===== src/hw/rtl/mean_and_std_deviation_unit_macros.svh =====
// ----------------------------------------------------------------------------
// Assertion macros
// Shared concurrent assertion forms, clocked on clk and disabled in reset.
// ----------------------------------------------------------------------------
`ifndef MEAN_AND_STD_DEVIATION_UNIT_MACROS_SVH
`define MEAN_AND_STD_DEVIATION_UNIT_MACROS_SVH

// The consequent must hold in the same cycle as the antecedent.
`define MSD_ASSERT_SAME(label, ante, cons, msg) \
  label: assert property (@(posedge clk) disable iff (rst) (ante) |-> (cons)) \
    else $error(msg);

// The consequent must hold in the cycle after the antecedent.
`define MSD_ASSERT_NEXT(label, ante, cons, msg) \
  label: assert property (@(posedge clk) disable iff (rst) (ante) |=> (cons)) \
    else $error(msg);

`endif


===== src/hw/rtl/msd_pkg.sv =====
// ----------------------------------------------------------------------------
// msd_pkg
// Widths, constants and shared types of the mean and deviation unit.
// ----------------------------------------------------------------------------
package msd_pkg;

  localparam int MAX_SAMPLES = 4096;
  localparam int SAMPLE_W    = 16;
  localparam int RESULT_W    = 16;

  localparam int COUNT_W  = $clog2(MAX_SAMPLES + 1);
  localparam int LOG_MAX  = $clog2(MAX_SAMPLES);
  localparam int SQ_W     = 2 * SAMPLE_W - 1;
  localparam int SUM_W    = SAMPLE_W + LOG_MAX;
  localparam int SUMSQ_W  = SQ_W + LOG_MAX;

  // Widths of the closing arithmetic: N*sumsq, sum^2 and their difference.
  localparam int A_W      = SUMSQ_W + COUNT_W;
  localparam int P_W      = (A_W > 2 * SUM_W) ? A_W : 2 * SUM_W;
  localparam int ROOT_W   = (P_W + 1) / 2;
  localparam int RAD_W    = 2 * ROOT_W;
  localparam int REM_W    = ROOT_W + 2;
  localparam int DIV_W    = (ROOT_W > SUM_W) ? ROOT_W : SUM_W;
  localparam int MAX_ITER = (ROOT_W > COUNT_W) ? ROOT_W : COUNT_W;
  localparam int STEP_W   = $clog2(MAX_ITER);
  localparam int DSTEP_W  = $clog2(DIV_W);

  localparam int Q_DEPTH  = 4;
  localparam int QPTR_W   = $clog2(Q_DEPTH);
  localparam int QLVL_W   = $clog2(Q_DEPTH + 1);

  // One closed set, as handed from the accumulator to the finisher.
  typedef struct packed {
    logic                      ovf;
    logic [COUNT_W-1:0]        n;
    logic signed [SUM_W-1:0]   sum;
    logic [SUMSQ_W-1:0]        sumsq;
  } msd_set_t;

  typedef struct packed {
    logic               start;
    logic [DIV_W-1:0]   dividend;
    logic [COUNT_W-1:0] divisor;
  } msd_div_req_t;

  typedef struct packed {
    logic             done;
    logic [DIV_W-1:0] quotient;
  } msd_div_rsp_t;

endpackage


===== src/hw/rtl/msd_if.sv =====
// ----------------------------------------------------------------------------
// msd_if
// Valid/ready channels for samples in and set results out.
// ----------------------------------------------------------------------------
interface msd_in_if import msd_pkg::*; ();
  logic                valid;
  logic                ready;
  logic [SAMPLE_W-1:0] sample;
  logic                has_sample;
  logic                last;

  modport source (output valid, sample, has_sample, last, input ready);
  modport sink   (input valid, sample, has_sample, last, output ready);
endinterface

interface msd_out_if import msd_pkg::*; ();
  logic                valid;
  logic                ready;
  logic [RESULT_W-1:0] mean;
  logic [RESULT_W-1:0] std_dev;
  logic [COUNT_W-1:0]  sample_count;
  logic                overflowed;

  modport source (output valid, mean, std_dev, sample_count, overflowed, input ready);
  modport sink   (input valid, mean, std_dev, sample_count, overflowed, output ready);
endinterface


===== src/hw/rtl/msd_front.sv =====
// ----------------------------------------------------------------------------
// msd_front
// Takes one sample a cycle while ready; keeps count, sum and sum of squares.
// ----------------------------------------------------------------------------
module msd_front import msd_pkg::*; (
  input  logic            clk,
  input  logic            rst,
  msd_in_if.sink          samples,
  input  logic [QLVL_W-1:0] level,
  output logic            push,
  output msd_set_t        push_set
);

  logic [COUNT_W-1:0]      count;
  logic signed [SUM_W-1:0] sum;
  logic                    ovf;
  logic [SUMSQ_W-1:0]      sumsq;

  // Second stage: the registered square and the snapshot of a closing set.
  logic [SQ_W-1:0]         sq;
  logic                    close;
  logic [COUNT_W-1:0]      close_n;
  logic signed [SUM_W-1:0] close_sum;
  logic                    close_ovf;

  logic                    accept;
  logic                    full;
  logic                    take;
  logic [SAMPLE_W-1:0]     mag;
  logic [2*SAMPLE_W-1:0]   sq_full;
  logic signed [SUM_W-1:0] x;
  logic [COUNT_W-1:0]      count_next;
  logic signed [SUM_W-1:0] sum_next;
  logic                    ovf_next;
  logic [SUMSQ_W-1:0]      sumsq_next;

  // A closing set still in the second stage will take a queue slot too.
  assign samples.ready = (level + QLVL_W'(close)) < QLVL_W'(Q_DEPTH);
  assign accept = samples.valid && samples.ready;

  always_comb begin
    full       = count >= COUNT_W'(MAX_SAMPLES);
    take       = samples.has_sample && !full;
    x          = {{(SUM_W - SAMPLE_W){samples.sample[SAMPLE_W-1]}}, samples.sample};
    mag        = samples.sample[SAMPLE_W-1] ? (~samples.sample + 1'b1) : samples.sample;
    sq_full    = mag * mag;
    count_next = take ? count + 1'b1 : count;
    sum_next   = take ? sum + x : sum;
    ovf_next   = ovf | (samples.has_sample && full);
    sumsq_next = sumsq + SUMSQ_W'(sq);
  end

  always_ff @(posedge clk) begin
    if (rst) begin
      count <= '0;
      sum   <= '0;
      ovf   <= 1'b0;
      sumsq <= '0;
      sq    <= '0;
      close <= 1'b0;
    end else begin
      close <= accept && samples.last;
      sq    <= (accept && take) ? sq_full[SQ_W-1:0] : '0;
      if (accept) begin
        if (samples.last) begin
          count <= '0;
          sum   <= '0;
          ovf   <= 1'b0;
        end else begin
          count <= count_next;
          sum   <= sum_next;
          ovf   <= ovf_next;
        end
      end
      sumsq <= close ? '0 : sumsq_next;
    end
  end

  always_ff @(posedge clk) begin
    if (accept && samples.last) begin
      close_n   <= count_next;
      close_sum <= sum_next;
      close_ovf <= ovf_next;
    end
  end

  assign push           = close;
  assign push_set.ovf   = close_ovf;
  assign push_set.n     = close_n;
  assign push_set.sum   = close_sum;
  assign push_set.sumsq = sumsq_next;

endmodule


===== src/hw/rtl/msd_queue.sv =====
// ----------------------------------------------------------------------------
// msd_queue
// Short FIFO of closed sets between the accumulator and the finisher.
// ----------------------------------------------------------------------------
`include "mean_and_std_deviation_unit_macros.svh"

module msd_queue import msd_pkg::*; (
  input  logic              clk,
  input  logic              rst,
  input  logic              push,
  input  msd_set_t          push_set,
  input  logic              pop,
  output msd_set_t          head,
  output logic              nonempty,
  output logic [QLVL_W-1:0] level
);

  msd_set_t          mem [Q_DEPTH];
  logic [QPTR_W-1:0] wr_ptr;
  logic [QPTR_W-1:0] rd_ptr;

  always_ff @(posedge clk) begin
    if (rst) begin
      wr_ptr <= '0;
      rd_ptr <= '0;
      level  <= '0;
    end else begin
      if (push) begin
        wr_ptr <= wr_ptr + 1'b1;
      end
      if (pop) begin
        rd_ptr <= rd_ptr + 1'b1;
      end
      if (push && !pop) begin
        level <= level + 1'b1;
      end else if (pop && !push) begin
        level <= level - 1'b1;
      end
    end
  end

  always_ff @(posedge clk) begin
    if (push) begin
      mem[wr_ptr] <= push_set;
    end
  end

  assign head     = mem[rd_ptr];
  assign nonempty = level != '0;

  `MSD_ASSERT_SAME(q_no_overflow, push && !pop, level != QLVL_W'(Q_DEPTH), "queue written while full")
  `MSD_ASSERT_SAME(q_no_underflow, pop, level != '0, "queue read while empty")
  `MSD_ASSERT_NEXT(q_level_up, push && !pop, level == $past(level) + 1'b1, "queue level did not rise")

endmodule


===== src/hw/rtl/msd_div.sv =====
// ----------------------------------------------------------------------------
// msd_div
// Restoring divider by the sample count, one quotient bit per cycle.
// ----------------------------------------------------------------------------
module msd_div import msd_pkg::*; (
  input  logic         clk,
  input  logic         rst,
  input  msd_div_req_t req,
  output msd_div_rsp_t rsp
);

  logic               busy;
  logic               done;
  logic [DSTEP_W-1:0] step;
  logic [COUNT_W-1:0] divisor;
  logic [COUNT_W-1:0] rem;
  logic [DIV_W-1:0]   quo;
  logic [COUNT_W:0]   trial;
  logic               fits;

  always_comb begin
    trial = {rem, quo[DIV_W-1]};
    fits  = trial >= {1'b0, divisor};
  end

  always_ff @(posedge clk) begin
    if (rst) begin
      busy <= 1'b0;
      done <= 1'b0;
      step <= '0;
    end else begin
      done <= 1'b0;
      if (req.start) begin
        busy <= 1'b1;
        step <= '0;
      end else if (busy) begin
        step <= step + 1'b1;
        if (step == DSTEP_W'(DIV_W - 1)) begin
          busy <= 1'b0;
          done <= 1'b1;
        end
      end
    end
  end

  // The dividend shifts out of the top of quo as quotient bits shift in.
  always_ff @(posedge clk) begin
    if (req.start) begin
      divisor <= req.divisor;
      rem     <= '0;
      quo     <= req.dividend;
    end else if (busy) begin
      rem <= fits ? COUNT_W'(trial - {1'b0, divisor}) : trial[COUNT_W-1:0];
      quo <= {quo[DIV_W-2:0], fits};
    end
  end

  assign rsp.done     = done;
  assign rsp.quotient = quo;

endmodule


===== src/hw/rtl/msd_back.sv =====
// ----------------------------------------------------------------------------
// msd_back
// Finishes one closed set: mean, variance numerator, square root, divides.
// ----------------------------------------------------------------------------
module msd_back import msd_pkg::*; (
  input  logic     clk,
  input  logic     rst,
  input  msd_set_t head,
  input  logic     nonempty,
  output logic     pop,
  msd_out_if.source results
);

  typedef enum logic [3:0] {
    S_IDLE,
    S_MUL,
    S_SUB,
    S_ROOT,
    S_DIV_SD,
    S_WAIT_SD,
    S_DIV_MEAN,
    S_WAIT_MEAN,
    S_OUT
  } state_t;

  state_t             state;
  logic [COUNT_W-1:0] n;
  logic [COUNT_W-1:0] mplier;
  logic               neg;
  logic               ovf;
  logic [SUM_W-1:0]   smag;
  logic [P_W-1:0]     mcand;
  logic [P_W-1:0]     acc;
  logic [P_W-1:0]     sq_sum;
  logic [RAD_W-1:0]   rad;
  logic [ROOT_W-1:0]  root;
  logic [REM_W-1:0]   rem;
  logic [STEP_W-1:0]  step;
  logic [RESULT_W-1:0] mean;
  logic [RESULT_W-1:0] sd;
  logic               out_valid;

  logic [SUM_W-1:0]   head_mag;
  logic [REM_W-1:0]   rem_sh;
  logic [REM_W-1:0]   trial;
  logic [SUM_W-1:0]   quo_mean;
  logic [2*SUM_W-1:0] sq_full;
  msd_div_req_t       div_req;
  msd_div_rsp_t       div_rsp;

  msd_div u_div (
    .clk (clk),
    .rst (rst),
    .req (div_req),
    .rsp (div_rsp)
  );

  always_comb begin
    pop      = (state == S_IDLE) && nonempty;
    head_mag = head.sum[SUM_W-1] ? (~head.sum + 1'b1) : head.sum;
    sq_full  = smag * smag;
    rem_sh   = {rem[REM_W-3:0], rad[RAD_W-1:RAD_W-2]};
    trial    = {root, 2'b01};
    quo_mean = div_rsp.quotient[SUM_W-1:0];
    div_req.start    = ((state == S_DIV_SD) && (n > COUNT_W'(1)))
                    || ((state == S_DIV_MEAN) && (n != '0));
    div_req.dividend = (state == S_DIV_SD) ? DIV_W'(root) : DIV_W'(smag);
    div_req.divisor  = n;
  end

  always_ff @(posedge clk) begin
    if (rst) begin
      state     <= S_IDLE;
      out_valid <= 1'b0;
    end else begin
      case (state)
        S_IDLE: begin
          if (nonempty) begin
            n      <= head.n;
            mplier <= head.n;
            neg    <= head.sum[SUM_W-1];
            ovf    <= head.ovf;
            smag   <= head_mag;
            mcand  <= P_W'(head.sumsq);
            acc    <= '0;
            step   <= '0;
            state  <= S_MUL;
          end
        end
        // Shift-and-add of N times the sum of squares, one count bit a cycle.
        S_MUL: begin
          if (mplier[0]) begin
            acc <= acc + mcand;
          end
          mcand  <= {mcand[P_W-2:0], 1'b0};
          mplier <= {1'b0, mplier[COUNT_W-1:1]};
          sq_sum <= P_W'(sq_full);
          step   <= step + 1'b1;
          if (step == STEP_W'(COUNT_W - 1)) begin
            state <= S_SUB;
          end
        end
        S_SUB: begin
          rad   <= (acc >= sq_sum) ? RAD_W'(acc - sq_sum) : '0;
          root  <= '0;
          rem   <= '0;
          step  <= '0;
          state <= S_ROOT;
        end
        // Digit-by-digit square root, two radicand bits a cycle.
        S_ROOT: begin
          if (rem_sh >= trial) begin
            rem  <= rem_sh - trial;
            root <= {root[ROOT_W-2:0], 1'b1};
          end else begin
            rem  <= rem_sh;
            root <= {root[ROOT_W-2:0], 1'b0};
          end
          rad  <= {rad[RAD_W-3:0], 2'b00};
          step <= step + 1'b1;
          if (step == STEP_W'(ROOT_W - 1)) begin
            state <= S_DIV_SD;
          end
        end
        S_DIV_SD: begin
          if (n > COUNT_W'(1)) begin
            state <= S_WAIT_SD;
          end else begin
            sd    <= '0;
            state <= S_DIV_MEAN;
          end
        end
        S_WAIT_SD: begin
          if (div_rsp.done) begin
            sd    <= div_rsp.quotient[RESULT_W-1:0];
            state <= S_DIV_MEAN;
          end
        end
        S_DIV_MEAN: begin
          if (n != '0) begin
            state <= S_WAIT_MEAN;
          end else begin
            mean      <= '0;
            out_valid <= 1'b1;
            state     <= S_OUT;
          end
        end
        S_WAIT_MEAN: begin
          if (div_rsp.done) begin
            mean      <= neg ? RESULT_W'(~quo_mean + 1'b1) : RESULT_W'(quo_mean);
            out_valid <= 1'b1;
            state     <= S_OUT;
          end
        end
        S_OUT: begin
          if (results.ready) begin
            out_valid <= 1'b0;
            state     <= S_IDLE;
          end
        end
        default: begin
          out_valid <= 1'b0;
          state     <= S_IDLE;
        end
      endcase
    end
  end

  assign results.valid        = out_valid;
  assign results.mean         = mean;
  assign results.std_dev      = sd;
  assign results.sample_count = n;
  assign results.overflowed   = ovf;

endmodule


===== src/hw/rtl/mean_and_std_deviation_unit.sv =====
// ----------------------------------------------------------------------------
// mean_and_std_deviation_unit
// Population mean and standard deviation of sets of signed Q8.8 samples.
// ----------------------------------------------------------------------------
// Samples are taken one per cycle and summed as they arrive; the item marked
// last closes the set. Closed sets wait in a four-entry queue while a
// sequential finisher works on them, so the sample side keeps running at one
// item a cycle and only stalls while four closed sets wait for the finisher.
// Finishing one set takes a 13-step shift-add for N times the sum of squares,
// a 28-step square root and up to two divisions by the count in one shared
// divider. Up to 4096 samples are kept per set; further samples are dropped
// and flagged.
// ----------------------------------------------------------------------------
module mean_and_std_deviation_unit import msd_pkg::*; (
  input  logic      clk,
  input  logic      rst,
  msd_in_if.sink    samples,
  msd_out_if.source results
);

  logic              push;
  msd_set_t          push_set;
  logic              pop;
  msd_set_t          head;
  logic              nonempty;
  logic [QLVL_W-1:0] level;

  msd_front u_front (
    .clk      (clk),
    .rst      (rst),
    .samples  (samples),
    .level    (level),
    .push     (push),
    .push_set (push_set)
  );

  msd_queue u_queue (
    .clk      (clk),
    .rst      (rst),
    .push     (push),
    .push_set (push_set),
    .pop      (pop),
    .head     (head),
    .nonempty (nonempty),
    .level    (level)
  );

  msd_back u_back (
    .clk      (clk),
    .rst      (rst),
    .head     (head),
    .nonempty (nonempty),
    .pop      (pop),
    .results  (results)
  );

endmodule

===== src/flat_wrapper.sv =====
// flat-port wrapper written by rule: the top's interface ports become plain ports
module mean_and_std_deviation_unit_flat import msd_pkg::*;
  (clk, rst, samples_valid, samples_sample, samples_has_sample, samples_last, samples_ready, results_valid, results_mean, results_std_dev, results_sample_count, results_overflowed, results_ready);
  msd_in_if samples_i ();
  msd_out_if results_i ();
  input  logic clk;
  input  logic rst;
  input wire logic [$bits(samples_i.valid)-1:0] samples_valid;
  input wire logic [$bits(samples_i.sample)-1:0] samples_sample;
  input wire logic [$bits(samples_i.has_sample)-1:0] samples_has_sample;
  input wire logic [$bits(samples_i.last)-1:0] samples_last;
  output wire logic [$bits(samples_i.ready)-1:0] samples_ready;
  output wire logic [$bits(results_i.valid)-1:0] results_valid;
  output wire logic [$bits(results_i.mean)-1:0] results_mean;
  output wire logic [$bits(results_i.std_dev)-1:0] results_std_dev;
  output wire logic [$bits(results_i.sample_count)-1:0] results_sample_count;
  output wire logic [$bits(results_i.overflowed)-1:0] results_overflowed;
  input wire logic [$bits(results_i.ready)-1:0] results_ready;
  assign samples_i.valid = samples_valid;
  assign samples_i.sample = samples_sample;
  assign samples_i.has_sample = samples_has_sample;
  assign samples_i.last = samples_last;
  assign samples_ready = samples_i.ready;
  assign results_valid = results_i.valid;
  assign results_mean = results_i.mean;
  assign results_std_dev = results_i.std_dev;
  assign results_sample_count = results_i.sample_count;
  assign results_overflowed = results_i.overflowed;
  assign results_i.ready = results_ready;
  mean_and_std_deviation_unit u_core (.clk(clk), .rst(rst), .samples(samples_i), .results(results_i));
endmodule

===== config.mk =====
export PLATFORM = sky130hd
export DESIGN_NAME = mean_and_std_deviation_unit_flat
export DESIGN_NICKNAME = d
export VERILOG_FILES = /design/src/hw/rtl/msd_pkg.sv /design/src/hw/rtl/msd_if.sv /design/src/hw/rtl/msd_front.sv /design/src/hw/rtl/msd_queue.sv /design/src/hw/rtl/msd_div.sv /design/src/hw/rtl/msd_back.sv /design/src/hw/rtl/mean_and_std_deviation_unit.sv /design/src/flat_wrapper.sv
export VERILOG_INCLUDE_DIRS = /design/src /design/src/hw/rtl
export SDC_FILE = /design/constraint.sdc
export NUM_CORES = 2
export LEC_CHECK = 0
export BUFFER_PORTS_ARGS = -buffer_cell sky130_fd_sc_hd__buf_2
export CORE_AREA = 2 2 472 474
export CTS_BUF_LIST = sky130_fd_sc_hd__clkbuf_16
export DETAILED_ROUTE_END_ITERATION = 8
export DIE_AREA = 0 0 474 476
export SLEW_MARGIN = 40
export SYNTH_ARGS = -nofsm -noshare
export SYNTH_HDL_FRONTEND = slang
export SYNTH_SLANG_ARGS = --single-unit

===== constraint.sdc =====
create_clock -name clk -period 12.48 [get_ports clk]
set_clock_uncertainty 0.1 [all_clocks]
set_input_delay 2.496 -clock clk [delete_from_list [all_inputs] [get_ports clk]]
set_output_delay 2.496 -clock clk [all_outputs]
set_load 0.02 [all_outputs]

# Word level (Yosys, flattened, before mapping)

Memories as Yosys holds them, arrays and structs flattened. A register that Yosys moved wholly into a read port is not among the register bits.
Cells that the tools add are included.
Widths: inputs -> output; s select.

Register bits after elaboration: 605
Memory bits (writable): 340
Bits of input ports: 22
Word-level logic and storage cells: 185
Memories kept: 1

Add/sub/neg operators: 17
Multiply operators: 2
Order comparisons: 6
Eq/ne operators: 20
Mux-type cells: 56
Bitwise logic cells: 8
Reductions and logical operators: 40

Memories:

| memory             | depth | width | rd ports | clocked after memory_dff | write ports | RTL line        | text |
|---|---|---|---|---|---|---|---|
| u_core.u_queue.mem | 4     | 85    | 1        | 1                        | 1           | msd_queue.sv:18 | `msd_set_t mem [Q_DEPTH];` |

Operators by type and width:

| operator              | number |
|---|---|
| $pmux 56 s2           | 3 |
| $mux 56               | 4 |
| $mux 28               | 6 |
| $pmux 28 s2           | 2 |
| $mux 16               | 6 |
| $pmux 16 s2           | 2 |
| $add 56x56->56        | 1 |
| $ge 56x56->1          | 1 |
| $mul 28x28->56        | 1 |
| $sub 56x56->56        | 1 |
| $mux 13               | 4 |
| $add 43x31->43        | 1 |
| $pmux 4 s9            | 1 |
| $add 16x1->16 const B | 2 |
| $not 16->16           | 2 |
| $mul 16x16->31        | 1 |
| $ge 30x30->1          | 1 |
| $add 28x1->28 const B | 1 |
| $add 28x16->28        | 1 |
| $mux 4                | 7 |
| $not 28->28           | 1 |
| $sub 28x28->28        | 1 |
| $mux 27               | 1 |
| $pmux 13 s2           | 1 |
| other kinds (41)      | 97 |

# Longest topological paths before layout

Word-level depth: 6
Mapped depth: 32

# Cells and area by module

A second synthesis with hierarchy kept.

Cell total of the unflattened synthesis: 7307
Area total of the unflattened synthesis: 77075.2 um2

Modules (own cells, without submodules):

| module    | instances | cells each | area an instance (um2) | seq. area each (um2) |
|---|---|---|---|---|
| msd_back  | 1         | 4815       | 45573.7                | 11270.8 |
| msd_front | 1         | 1719       | 15467.3                | 3583.4 |
| msd_queue | 1         | 487        | 12742.2                | 10390.0 |
| msd_div   | 1         | 286        | 3291.9                 | 1631.6 |

# Worst setup path after synthesis

OpenSTA, ideal clock, no wires.

Kind: input to register
Start point: input samples_sample[0]
End point: register u_core.u_front.sq[28]
Data arrival time: 9.796 ns
Setup slack: 2.506 ns
Stages: 30
Cells stage by stage: clkinv_1 clkbuf_1 ha_1 nand3b_1 or3_1 nand2b_1 o21ai_0 xor2_1 clkinv_1 nand2_1 fa_1 fa_1 inv_1 fa_1 fa_1 fa_1 inv_1 fa_1 inv_1 ha_1 a21oi_1 o21bai_1 a211oi_1 nor2_1 a211oi_1 a21oi_1 o41ai_1 a21boi_0 o21a_1 nor3_1

Cells in the longest elaborated chain, start to end: 4

RTL lines:

| what                 | RTL line          | text |
|---|---|---|
| start, declared      | flat_wrapper.sv:9 | `input wire logic [$bits(samples_i.sample)-1:0] samples_sample;` |
| $not 16->16          | msd_front.sv:45   | `mag = samples.sample[SAMPLE_W-1] ? (~samples.sample + 1'b1) : samples.sample;` |
| $add 16x1->16        | msd_front.sv:45   |  |
| $mux 16 (*)          | msd_front.sv:45   |  |
| $mul 16x16->31 (*)   | msd_front.sv:46   | `sq_full = mag * mag;` |
| end signal, assigned | msd_front.sv:63   | `sq <= (accept && take) ? sq_full[SQ_W-1:0] : '0;` |
| end, declared        | msd_front.sv:20   | `logic [SQ_W-1:0] sq;` |

Mark *: on every way between the ends. The rest lies on a longest branch, timed or not.
A chain may end at the register's enable or synchronous reset.

# Worst setup path in the final report

Same ends and word-level chain as after synthesis.

==> qor.csv <==
stage,metric,value,unit
hold_path,holdPathStages,2,
clock_tree,cts_setup_buffers,0,
critical_path,r2r_slack,3.26,ns
floorplanning,core_area,221000,sq um
critical_path,critPathSlowestCell,o41ai_1,
floorplanning,start_util,0.348,
clock_tree,cts_max_level,3,
hold_path,hold_path.class,reg -> reg,
clock_tree,cts_hold_buffers,0,
floorplanning,die_h,476,microns
drt,routed_wirelength,187000,microns
run,cap_viol_max_count,0,
critical_path,path_class,in -> reg,
layout,fin_nets,8738,
clock_tree,cts.reportedPaths.clkPinSlew,0.06,ns
timing,rsz0062_at_grt,no,
timing,max_freq,96.4,MHz
drt,ant_nets,0,
timing,period_share,0.831,
drt,dr.max_layer_used,met4,
yosys,async_flop_share,0,
placement,place_congestion,0.887,
timing,finalSetupViolations,0,
yosys,synth_mux_area_frac,0.0327,
drt,via_per_inst,4.98,
clock_tree,cts.path.max_buffers,3,
floorplanning,die_area,226000,sq um
yosys,syn_area,76900,sq um
yosys,synth_cells,7400,
floorplanning,num_rows,173,
yosys,synth-adder-area-share,0.288,
timing,slew_violations,0,
yosys,synth_top_family_by_area,adder cells,
floorplanning,fp.dieW,474,microns
timing,tns,0,ns
layout,drive_above_1_share,0.0624,
critical_path,critPathMostFrequentCell,fa_1,
yosys,synth-simple-area-share,0.120,
timing,slew_headroom,0.406,
timing,worstMarginPinSlew,0.891,ns
critical_path,reg2regPathDepth,24,
critical_path,rr_startpoint,u_core.u_back.smag[14],
layout,fillers,21543,
timing,final_hold_viol_count,0,
yosys,synth-compound-area-share,0.0976,
yosys,synth-xor-area-share,0.0383,
timing,hold_ws,0.369,ns
yosys,syn_area_per_cell,10.4,sq um
critical_path,crit_path_end_kind,register,
critical_path,crit_path_start_kind,primary input,
critical_path,critPathLaunch,samples_sample[0],
global_routing,grt_max_degree,93,
outcome,status,"complete, no violations",
clock_tree,cts_buffers,104,
clock_tree,cts_root_buf,clkbuf_16,
global_routing,globalRoute.totalOverflow,0,
hold_path,hp-start,u_core.u_back.rad[24],
drt,drc,0,
clock_tree,cts_tree,done,
drt,wire_per_inst,17.9,microns
yosys,ys_types,88,
global_routing,grt_first_pass_wirelength,303000,microns
global_routing,antenna_found_initial,4,
layout,syn2layout_area_growth,9.88,%
critical_path,r2r_end,u_core.u_back.sq_sum[53],
drt,route.met3.wl,7890,microns
hold_path,min_to,u_core.u_back.rad[26],
floorplanning,ios,70,
global_routing,first_global_vias,54240,
timing,period_minus_slack,10.38,ns
critical_path,crit_arrival,10.95,ns
drt,num_vias,52138,
drt,drt-met1-wl,86800,microns
yosys,ys_warn_count,0,
global_routing,grt_util_all_layers,0.168,
drt,first_iter_violations,3500,
yosys,ys_ff_latch,945,
critical_path,critPathMaxFanout,17,
clock_tree,ctsResizeCount,0,
drt,first_pass_iters,5,
yosys,synth_edf_count,795,
placement,dp.final_hpwl,142000,microns
clock_tree,clock_latency,0.76,ns
yosys,ys_seq_area_frac,0.349,
clock_tree,clkSinkCount,945,
critical_path,cp.required,13.05,ns
drt,met2_length,87000,microns
placement,numPortBuffers,69,
yosys,ys.flop_type,edfxtp_1,
critical_path,crit_path_max_incr_delay,0.61,ns
-- cell families (layout without fill, tap and decap cells) --
family                     Yosys count  count (layout)
muxes                              146             146
AOI/OAI and AO/OA                 1159            1159
DFF                                945             945
buffers and inverters             1529            1620
and+or+nand+nor                   1977            1977
xor gates and xnor gates           336             336
other                                2              16
adders and majority gates         1306            1306
-- sequential cells by signal, indices dropped and copies added (netlist names), 28 cells and up, named ones only --
register,count
u_core.u_queue.mem,340
u_core.u_back.acc,56
u_core.u_back.mcand,56
u_core.u_back.rad,56
u_core.u_back.sq_sum,55
u_core.u_front.sumsq,43
u_core.u_front.sq,30
u_core.u_back.rem,28
u_core.u_back.root,28
u_core.u_back.smag,28
u_core.u_back.u_div.quo,28
u_core.u_front.close_sum,28
u_core.u_front.sum,28
-- critical path, delay by kind of cell --
kind | cells | cell delay [ns]
AO/OA/AOI/OAI | 9 | 2.44
XOR/XNOR | 1 | 0.57
adder cells (fa/ha/maj) | 7 | 3.27
buffers and inverters | 7 | 1.04
AND/OR/NAND/NOR | 7 | 1.10
-- cell usage after synthesis (46+ instances only) --
| master | number | area (sq um) |
|---|---|---|
| a21o_1 | 156 | 1170 |
| a21oi_1 | 372 | 1860 |
| and2_1 | 252 | 1580 |
| clkbuf_1 | 228 | 856 |
| dfxtp_1 | 150 | 3000 |
| edfxtp_1 | 795 | 23900 |
| fa_1 | 770 | 15400 |
| ha_1 | 536 | 6710 |
| inv_1 | 1272 | 4770 |
| mux2i_1 | 59 | 591 |
| mux4_2 | 84 | 1890 |
| nand2_1 | 734 | 2760 |
| nand3_1 | 91 | 455 |
| nand4_1 | 47 | 294 |
| nor2_1 | 493 | 1850 |
| nor3_1 | 85 | 425 |
| o21ai_0 | 188 | 941 |
| o21bai_1 | 46 | 345 |
| o31ai_1 | 67 | 503 |
| xnor2_1 | 187 | 1640 |
| xor2_1 | 149 | 1310 |
-- cell usage in the layout (no fill, tap or decap), drive strengths merged, types with 50 or more instances in the layout --
cell type,synthesis,routed
inv,1273,1299
edfxtp,795,795
fa,770,770
nand2,734,734
ha,536,536
nor2,493,493
a21oi,372,372
and2,253,253
o21ai,192,192
xnor2,187,187
a21o,156,156
dfxtp,150,150
xor2,149,149
buf,22,146
clkbuf,229,104
nand3,91,91
nor3,85,85
mux4,84,84
o31ai,68,68
mux2i,59,59
clkinv,5,50
-- metal layers --
metal / up-vias / track usage
met4: 0 / 0.0490
met5: - / 0
met2: 1152 / 0.277
met1: 25978 / 0.233
li1: 24740 / -
met3: 268 / 0.0204
-- layout make-up --
class / instances / area [sq um] / area share
clock buffer: 104 / 2600 / 0.0308
clock inverter: 92 / 980 / 0.0116
multi-input combinational: 4935 / 44500 / 0.527
inverter: 1278 / 4800 / 0.0568
timing repair buffer: 146 / 1000 / 0.0119
antenna: 5 / 12.5 / 0.000148
tap: 2975 / 3720 / 0.0440
sequential: 945 / 26900 / 0.318
-- stage by stage --
step / cells / instance area [sq um] / setup slack [ns] / util
2_1_floorplan: 7409 / 77000 / 2.51 / -
3_3_place_gp: 10275 / 80800 / 1.64 / 0.365
3_5_place_dp: 10278 / 80900 / 1.47 / 0.366
4_1_cts: 10474 / 84400 / 2.26 / 0.382
5_1_grt: 10480 / 84500 / 1.57 / 0.382
6_report: 10480 / 84500 / 2.10 / 0.382
-- how the worst max path moves through the flow --
stage,cells past startpoint,end
after floorplan,30,u_core.u_front.sq[28]
after global placement,30,u_core.u_front.sq[28]
after detailed placement,30,u_core.u_front.sq[28]
after CTS,30,u_core.u_front.sq[28]
after global routing,31,u_core.u_front.sq[28]
final,31,u_core.u_front.sq[28]
Power is left out: the tool's default activity adds up to more than one toggle a clock period on the data nets, which glitch-free logic cannot reach.
